<file path="src/design/lcdts_pkg.sv">
// ----------------------------------------------------------------------------
// lcdts_pkg
// Shared types and constants for the LCD line timing and status block.
// ----------------------------------------------------------------------------
package lcdts_pkg;

    // Configuration register indexes.
    localparam int unsigned CFG_INDEX_W = 2;
    localparam logic [CFG_INDEX_W-1:0] CFG_DISPLAY_ENABLE = 2'd0;
    localparam logic [CFG_INDEX_W-1:0] CFG_COMPARE_LINE   = 2'd1;
    localparam logic [CFG_INDEX_W-1:0] CFG_IRQ_ENABLES    = 2'd2;
    localparam int unsigned CFG_DATA_W = 8;

    // Bit positions within irq_enables.
    localparam int unsigned IRQ_HBLANK      = 0;
    localparam int unsigned IRQ_VBLANK      = 1;
    localparam int unsigned IRQ_OAM         = 2;
    localparam int unsigned IRQ_COINCIDENCE = 3;

    // Counter saturation value while the display is off.
    localparam int unsigned DOT_W   = 16;
    localparam int unsigned DOT_MAX = 65535;

    typedef enum logic [1:0] {
        MODE_HBLANK   = 2'd0,
        MODE_VBLANK   = 2'd1,
        MODE_OAM      = 2'd2,
        MODE_TRANSFER = 2'd3
    } lcd_mode_t;

    // One result transaction.
    typedef struct packed {
        logic [7:0] line_number;
        lcd_mode_t  mode;
        logic       coincidence;
        logic       stat_request;
        logic       vblank_request;
        logic       draw_line_valid;
        logic [7:0] drawn_line;
        logic       in_vblank;
    } lcd_result_t;

    // Static configuration handed to the step logic.
    typedef struct packed {
        logic       display_enable;
        logic [7:0] compare_line;
        logic [3:0] irq_enables;
    } lcd_cfg_t;

endpackage

</file>
<file path="src/design/lcdts_step.sv">
// ----------------------------------------------------------------------------
// lcdts_step
// Combinational next-state and result logic for one timing transaction.
// ----------------------------------------------------------------------------
module lcdts_step import lcdts_pkg::*; #(
    parameter int unsigned LINE_CYCLES   = 456,
    parameter int unsigned VISIBLE_LINES = 144,
    parameter int unsigned TOTAL_LINES   = 154,
    parameter int unsigned OAM_END       = 80,
    parameter int unsigned TRANSFER_END  = 172,
    parameter int unsigned MOD_W         = 9
) (
    input  lcd_cfg_t             cfg,
    input  logic [7:0]           elapsed_cycles,
    input  logic [DOT_W-1:0]     dot_cur,
    input  logic [MOD_W-1:0]     mod_cur,
    input  logic [7:0]           line_cur,
    output logic [DOT_W-1:0]     dot_nxt,
    output logic [MOD_W-1:0]     mod_nxt,
    output logic [7:0]           line_nxt,
    output lcd_result_t          result
);

    localparam int unsigned MSW = MOD_W + 2;
    localparam logic [MSW-1:0]   LINE_1X = MSW'(LINE_CYCLES);
    localparam logic [MSW-1:0]   LINE_2X = MSW'(2 * LINE_CYCLES);
    localparam logic [MOD_W-1:0] SAT_MOD = MOD_W'(DOT_MAX % LINE_CYCLES);

    always_comb begin
        logic [DOT_W:0]     dot_sum;
        logic               dot_sat;
        logic [DOT_W-1:0]   dot_a;
        logic [MSW-1:0]     mod_sum;
        logic [MSW-1:0]     mod_red;
        logic [MOD_W-1:0]   mod_a;
        logic [7:0]         line_b;
        logic               visible;

        // The counter and its residue move together; the residue is what the
        // counter becomes when a line ends, so no divider is needed.
        dot_sum = {1'b0, dot_cur} + (DOT_W+1)'(elapsed_cycles);
        dot_sat = dot_sum[DOT_W];
        dot_a   = dot_sat ? DOT_W'(DOT_MAX) : dot_sum[DOT_W-1:0];

        mod_sum = MSW'(mod_cur) + MSW'(elapsed_cycles);
        if (mod_sum >= LINE_2X) begin
            mod_red = mod_sum - LINE_2X;
        end else if (mod_sum >= LINE_1X) begin
            mod_red = mod_sum - LINE_1X;
        end else begin
            mod_red = mod_sum;
        end
        mod_a = dot_sat ? SAT_MOD : mod_red[MOD_W-1:0];

        dot_nxt  = dot_a;
        mod_nxt  = mod_a;
        line_nxt = line_cur;
        result   = '0;

        if (cfg.display_enable) begin
            if (dot_a > DOT_W'(LINE_CYCLES)) begin
                if (line_cur < 8'(VISIBLE_LINES)) begin
                    result.draw_line_valid = 1'b1;
                    result.drawn_line      = line_cur;
                end
                line_nxt = line_cur + 8'd1;
                dot_nxt  = DOT_W'(mod_a);
            end
            if (line_nxt >= 8'(TOTAL_LINES)) begin
                line_nxt = '0;
                dot_nxt  = '0;
                mod_nxt  = '0;
            end
        end

        line_b  = line_nxt;
        visible = line_b < 8'(VISIBLE_LINES);

        result.line_number = line_b;
        result.coincidence = (line_b == cfg.compare_line);
        result.stat_request = result.coincidence && cfg.irq_enables[IRQ_COINCIDENCE];
        result.mode = MODE_HBLANK;

        if (cfg.display_enable) begin
            if (visible) begin
                if (dot_nxt < DOT_W'(OAM_END)) begin
                    result.mode = MODE_OAM;
                    if (cfg.irq_enables[IRQ_OAM]) begin
                        result.stat_request = 1'b1;
                    end
                end else if (dot_nxt < DOT_W'(TRANSFER_END)) begin
                    result.mode = MODE_TRANSFER;
                end else begin
                    result.mode = MODE_HBLANK;
                    if (cfg.irq_enables[IRQ_HBLANK]) begin
                        result.stat_request = 1'b1;
                    end
                end
            end else begin
                result.mode      = MODE_VBLANK;
                result.in_vblank = 1'b1;
                result.vblank_request = (line_b == 8'(VISIBLE_LINES))
                                        && cfg.irq_enables[IRQ_VBLANK];
            end
        end
    end

endmodule

</file>
<file path="src/design/lcd_line_timing_stat.sv">
// ----------------------------------------------------------------------------
// lcd_line_timing_stat
// A result is registered and appears on the m_ side in the cycle after its input is accepted.
// Throughput: one input per cycle unless a held result stalls s_ready; the step
// logic sits between s_ and the result register; state moves per accepted input.
// Reset: aresetn (synchronous, active low) clears the counters, the line, all
// configuration registers and the result valid flag; no clearing pass is needed.
// ----------------------------------------------------------------------------
module lcd_line_timing_stat import lcdts_pkg::*; #(
    parameter int unsigned LINE_CYCLES   = 456,
    parameter int unsigned VISIBLE_LINES = 144,
    parameter int unsigned TOTAL_LINES   = 154,
    parameter int unsigned OAM_END       = 80,
    parameter int unsigned TRANSFER_END  = 172
) (
    input  logic                   aclk,
    input  logic                   aresetn,

    // Configuration write port.
    input  logic                   cfg_write_enable,
    input  logic [CFG_INDEX_W-1:0] cfg_index,
    input  logic [CFG_DATA_W-1:0]  cfg_data,

    // Input channel: elapsed machine cycles.
    input  logic                   s_valid,
    output logic                   s_ready,
    input  logic [7:0]             s_elapsed_cycles,

    // Result channel.
    output logic                   m_valid,
    input  logic                   m_ready,
    output logic [7:0]             m_line_number,
    output logic [1:0]             m_mode,
    output logic                   m_coincidence,
    output logic                   m_stat_request,
    output logic                   m_vblank_request,
    output logic                   m_draw_line_valid,
    output logic [7:0]             m_drawn_line,
    output logic                   m_in_vblank
);

    // Width of the dot counter residue modulo the line length.
    localparam int unsigned MOD_W = $clog2(LINE_CYCLES);

    // Timing state. mod_reg always holds dot_reg modulo LINE_CYCLES, kept up
    // alongside the counter so that the end of a line never needs a divider,
    // even after the counter has sat saturated while the display was off.
    logic [DOT_W-1:0] dot_reg,  dot_next;
    logic [MOD_W-1:0] mod_reg,  mod_next;
    logic [7:0]       line_reg, line_next;

    // Configuration registers.
    lcd_cfg_t cfg_reg;

    // Result register and its valid flag.
    lcd_result_t res_reg, res_next;
    logic        m_valid_reg;

    logic s_accept;

    // A new transaction is taken whenever the result register is empty or is
    // being emptied in the same cycle, so the block runs at one per cycle.
    assign s_ready  = !m_valid_reg || m_ready;
    assign s_accept = s_valid && s_ready;

    lcdts_step #(
        .LINE_CYCLES   (LINE_CYCLES),
        .VISIBLE_LINES (VISIBLE_LINES),
        .TOTAL_LINES   (TOTAL_LINES),
        .OAM_END       (OAM_END),
        .TRANSFER_END  (TRANSFER_END),
        .MOD_W         (MOD_W)
    ) u_step (
        .cfg            (cfg_reg),
        .elapsed_cycles (s_elapsed_cycles),
        .dot_cur        (dot_reg),
        .mod_cur        (mod_reg),
        .line_cur       (line_reg),
        .dot_nxt        (dot_next),
        .mod_nxt        (mod_next),
        .line_nxt       (line_next),
        .result         (res_next)
    );

    // Configuration writes. Indexes beyond the register list are ignored.
    always_ff @(posedge aclk) begin
        if (!aresetn) begin
            cfg_reg <= '0;
        end else if (cfg_write_enable) begin
            unique case (cfg_index)
                CFG_DISPLAY_ENABLE: cfg_reg.display_enable <= cfg_data[0];
                CFG_COMPARE_LINE:   cfg_reg.compare_line   <= cfg_data;
                CFG_IRQ_ENABLES:    cfg_reg.irq_enables    <= cfg_data[3:0];
                default: ;
            endcase
        end
    end

    // Timing state advances once per accepted transaction.
    always_ff @(posedge aclk) begin
        if (!aresetn) begin
            dot_reg  <= '0;
            mod_reg  <= '0;
            line_reg <= '0;
        end else if (s_accept) begin
            dot_reg  <= dot_next;
            mod_reg  <= mod_next;
            line_reg <= line_next;
        end
    end

    // Output register: the valid flag is control and is reset; the payload
    // is simply loaded on every accepted transaction.
    always_ff @(posedge aclk) begin
        if (!aresetn) begin
            m_valid_reg <= 1'b0;
        end else if (s_accept) begin
            m_valid_reg <= 1'b1;
        end else if (m_ready) begin
            m_valid_reg <= 1'b0;
        end
    end

    always_ff @(posedge aclk) begin
        if (s_accept) begin
            res_reg <= res_next;
        end
    end

    assign m_valid           = m_valid_reg;
    assign m_line_number     = res_reg.line_number;
    assign m_mode            = res_reg.mode;
    assign m_coincidence     = res_reg.coincidence;
    assign m_stat_request    = res_reg.stat_request;
    assign m_vblank_request  = res_reg.vblank_request;
    assign m_draw_line_valid = res_reg.draw_line_valid;
    assign m_drawn_line      = res_reg.drawn_line;
    assign m_in_vblank       = res_reg.in_vblank;

`ifndef NO_ASSERTIONS
    // The residue must stay below the line length. One extra bit keeps a
    // line length that is a power of two representable.
    a_mod_range: assert property (@(posedge aclk) disable iff (!aresetn)
        {1'b0, mod_reg} < (MOD_W+1)'(LINE_CYCLES))
        else $error("dot residue out of range");

    // The line number never reaches the frame total.
    a_line_range: assert property (@(posedge aclk) disable iff (!aresetn)
        line_reg < 8'(TOTAL_LINES))
        else $error("line number reached frame total");

    // An accepted transaction always leaves a result behind.
    a_accept_result: assert property (@(posedge aclk) disable iff (!aresetn)
        s_accept |=> m_valid_reg)
        else $error("accepted transaction produced no result");

    // A drawn line is always a visible one.
    a_drawn_visible: assert property (@(posedge aclk) disable iff (!aresetn)
        (m_valid_reg && res_reg.draw_line_valid) |->
        (res_reg.drawn_line < 8'(VISIBLE_LINES)))
        else $error("drawn line outside the visible area");

    // Vblank flag and vblank mode are reported together.
    a_vblank_mode: assert property (@(posedge aclk) disable iff (!aresetn)
        m_valid_reg |-> (res_reg.in_vblank == (res_reg.mode == MODE_VBLANK)))
        else $error("vblank flag disagrees with mode");
`endif

endmodule

</file>
<file path="config.mk">
export PLATFORM = sky130hd
export DESIGN_NAME = lcd_line_timing_stat
export DESIGN_NICKNAME = d
export VERILOG_FILES = /design/src/design/lcdts_pkg.sv /design/src/design/lcdts_step.sv /design/src/design/lcd_line_timing_stat.sv
export SDC_FILE = /design/constraint.sdc
export NUM_CORES = 1
export LEC_CHECK = 0
export ABC_AREA = 0
export BUFFER_PORTS_ARGS = -buffer_cell sky130_fd_sc_hd__buf_4
export CORE_UTILIZATION = 50
export CTS_CLUSTER_SIZE = 16
export DETAILED_ROUTE_END_ITERATION = 8
export PLACE_DENSITY = 0.69
export RECOVER_POWER = 25
export SYNTH_ARGS = -nofsm -noshare
export SYNTH_HDL_FRONTEND = slang
export SYNTH_SLANG_ARGS = --single-unit
</file>
<file path="constraint.sdc">
create_clock -name aclk -period 7.9 [get_ports aclk]
set_clock_uncertainty 0.05 [all_clocks]
set_input_delay 0.395 -clock aclk [delete_from_list [all_inputs] [get_ports aclk]]
set_output_delay 0.395 -clock aclk [all_outputs]
set_load 0.02 [all_outputs]
</file>
==> summary.md <==
| Metric | Value |
|---|---|
| Via count | `4,547` |
| Outcome | `finished, final reports clean` |
| Worst-skew pair later-pin latency | `0.37 ns` |
| Vias per std cell | `6.04` |
| Fraction of layout cells with a size suffix above 1 | `10.9%` |
| Mean Syn Cell Area | `8.28 sq um` |
| Final Wtd Congestion | `0.924` |
| Final Hold Fails | `0` |
| Layout fillers | `890` |
| Total gr overflow | `0` |
| CTS Hold Bufs | `0` |
| Pwr Density | `183 mW/mm^2` |
| Most common cell in the netlist | `nor2_1` |
| Pwr Total | `0.989 mW` |
| Yosys top cell area share | `19.4%` |
| CTS tree | `yes` |
| Worst Tran Pin Value | `1.40 ns` |
| Rows | `35` |
| Leak Pwr | `2.20 nW` |
| Die height | `101 microns` |
| Core box area | `0.00933 sq mm` |
| Total clock sinks | `70` |
| H-tree levels | `3` |
| Slew Viols, Final | `0` |
| All-layer global routing usage | `27.7%` |
| Drt first pass iters | `5` |
| Final-stage net count | `665` |
| Initial antenna violation count | `0` |
| Internal Dissipation | `0.636 mW` |
| ANT nets after route | `0` |
| Clock slew at reported path FFs | `0.08 ns` |
| Max FO, Critical Path | `15` |
| Max FFs per register | `16` |
| Async SR Flop Fraction | `0%` |
| WS Path Type | `reg -> reg` |
| Worst Hold Slack | `0.210 ns` |
| Sequential area share after synthesis | `33.6%` |
| Clock power share | `27.7%` |
| Flop pwr share | `41.6%` |
| Min Tclk post-route | `5.07 ns` |
| Seq cells post-synth | `70` |
| Die Span X | `101 microns` |
| Most common library cells after synthesis | `nor2_1 (69), a21oi_1 (55), dfxtp_1 (47)` |
| Yosys cell types | `74` |
| First-pass GRT wire length | `21,700 microns` |
| Setup repair after global routing missed its margin | `no` |
| Period utilisation layout | `64.2%` |
| Vias in the first global route | `4,243` |
| Cts repair resizes | `0` |
| Switch share | `35.7%` |
| Required time worst endpoint | `8.07 ns` |
| Ys flop type | `dfxtp_1` |
| Hold/Removal Path Class | `in -> reg` |
| Die Area | `0.0101 sq mm` |
| Final setup fails | `0` |
| Final cell count without fillers | `753` |
| Max-cap viol count | `0` |
| Routed WL per cell | `17.5 microns` |
| Setup TNS | `0 ns` |
| Pin count of the biggest net entering global routing | `46` |
| DRC viols | `0` |
| Synth Net Count | `633` |
| Starting Density | `52.1%` |
| HPWL after DPL | `9600 microns` |
| Synth Cell Area | `0.00486 sq mm` |
| CP Capture Type | `flip-flop` |
| I/O pins | `48` |
| # port buffers | `47` |
| Worst EP arrival | `5.24 ns` |
| Most area-consuming cells after synthesis | `dfxtp_1 (19%), edfxtp_1 (14%), a21oi_1 (5.7%)` |
| Final WL | `13,200 microns` |
| Clock tree root driver cell | `clkbuf_8` |
| Setup bufs post-CTS | `0` |
| Fmax achieved | `0.197 GHz` |
| Cell count after placement | `737` |
| Num CTS Buffers | `9` |
| Slew HR | `6.37%` |
| Max Root-Sink Buffers | `2` |
| Max IR drop VDD | `77.0 uV` |
| Yosys top cell by area | `dfxtp_1` |
| Initial drt markers | `258` |
| N_diodes | `0` |
| Ys Warns | `0` |
| Net Sw Power | `0.354 mW` |
| Combinational Power Share | `30.7%` |
| Startpoint types | `flip-flop` |
| Synthesized instance count | `587` |
| Number of synthesized flops with an enable pin | `23` |
| Synth-to-Final Area Change | `11.2%` |
## critical path, stage by stage (launching register included)
cell	delay, ns
dfxtp_1	0.32
ha_1	0.20
fa_1	0.42
and3_1	0.21
o211ai_1	0.30
a21oi_1	0.17
a2111oi_1	0.47
nor2_1	0.08
nor3_1	0.71
a221oi_4	0.20
a22oi_4	0.35
and2_1	0.60
nor2_1	0.17
or4b_1	0.56
nor3_2	0.11
## power by group through the flow
stage | sequential, mW | combinational [mW] | clock [mW]
floorplan | 0.421 | 0.223 | 0
global placement | 0.419 | 0.299 | 0
detailed placement | 0.420 | 0.305 | 0
CTS | 0.411 | 0.306 | 0.280
global route | 0.415 | 0.339 | 0.294
finish | 0.412 | 0.304 | 0.274
## path summary, 6_finish.rpt
path	start	end	slack, ns	depth (start not counted)
worst max-delay path	dot_reg[0]	m_vblank_request	2.83	14
worst min-delay path	cfg_data[7]	cfg_reg[11]	0.21	3
worst max register to register	dot_reg[0]	m_vblank_request	2.83	14
worst min register to register	mod_reg[0]	mod_reg[0]	0.41	2
## cell usage in the layout (no fill, tap or decap), types with 5 or more instances in the layout
master / synthesis / routed
nand3_1: 26 / 26
o21ai_0: 22 / 22
a31oi_1: 8 / 8
a21o_1: 10 / 10
buf_4: 1 / 33
nor2_1: 69 / 69
nor2b_1: 6 / 6
and3_1: 11 / 11
nand4_1: 7 / 7
o211ai_1: 5 / 5
mux2i_1: 19 / 19
xor2_1: 7 / 7
inv_1: 18 / 18
clkbuf_8: 0 / 10
and2_1: 11 / 11
a211oi_1: 14 / 14
clkbuf_1: 27 / 18
xnor2_1: 11 / 11
nor3_1: 24 / 24
nor4_1: 6 / 6
dfxtp_1: 47 / 47
or3_1: 6 / 6
o31ai_1: 7 / 7
nand2_1: 42 / 42
a21oi_1: 55 / 55
edfxtp_1: 23 / 23
ha_1: 21 / 21
## area by class of cell
class	count	area, sq um	area share, %
clock inverters	6	46.3	0.857
clock buffers	10	138	2.55
inverters	20	75.1	1.39
flip-flops and latches	70	1630	30.2
repair buffers	51	315	5.84
well taps	129	161	2.99
multi-input cells	467	3030	56.2
## routing by layer
metal,share of wire (%),GRT usage [%],vias to the layer above
li1,-,-,2253
met1,49,39.1,2146
met2,44,42.6,131
met3,4.9,5.06,17
met4,1.4,9.14,0
met5,0,0,-
## stage by stage
step | utilization (%) | cell area [sq um] | setup slack, ns
after detailed placement | 56.6 | 5280 | 2.63
after floorplan | - | 4860 | 3.58
after global placement | 56.6 | 5280 | 2.80
after CTS | 58.6 | 5470 | 2.82
after global routing | 57.9 | 5400 | 2.39
final | 57.9 | 5400 | 2.83
## logic make-up after synthesis
logic type | Yosys count | share of synthesized area, %
multiplexers | 20 | 4.22
AO/OA/AOI/OAI | 176 | 25.4
XOR/XNOR | 18 | 3.24
AND/OR/NAND/NOR | 230 | 23.4
adder cells (fa/ha/maj) | 23 | 6.23
buffers and inverters | 50 | 3.99
flip-flops | 70 | 33.6
Note: power is estimated with default switching activity, not from simulation.
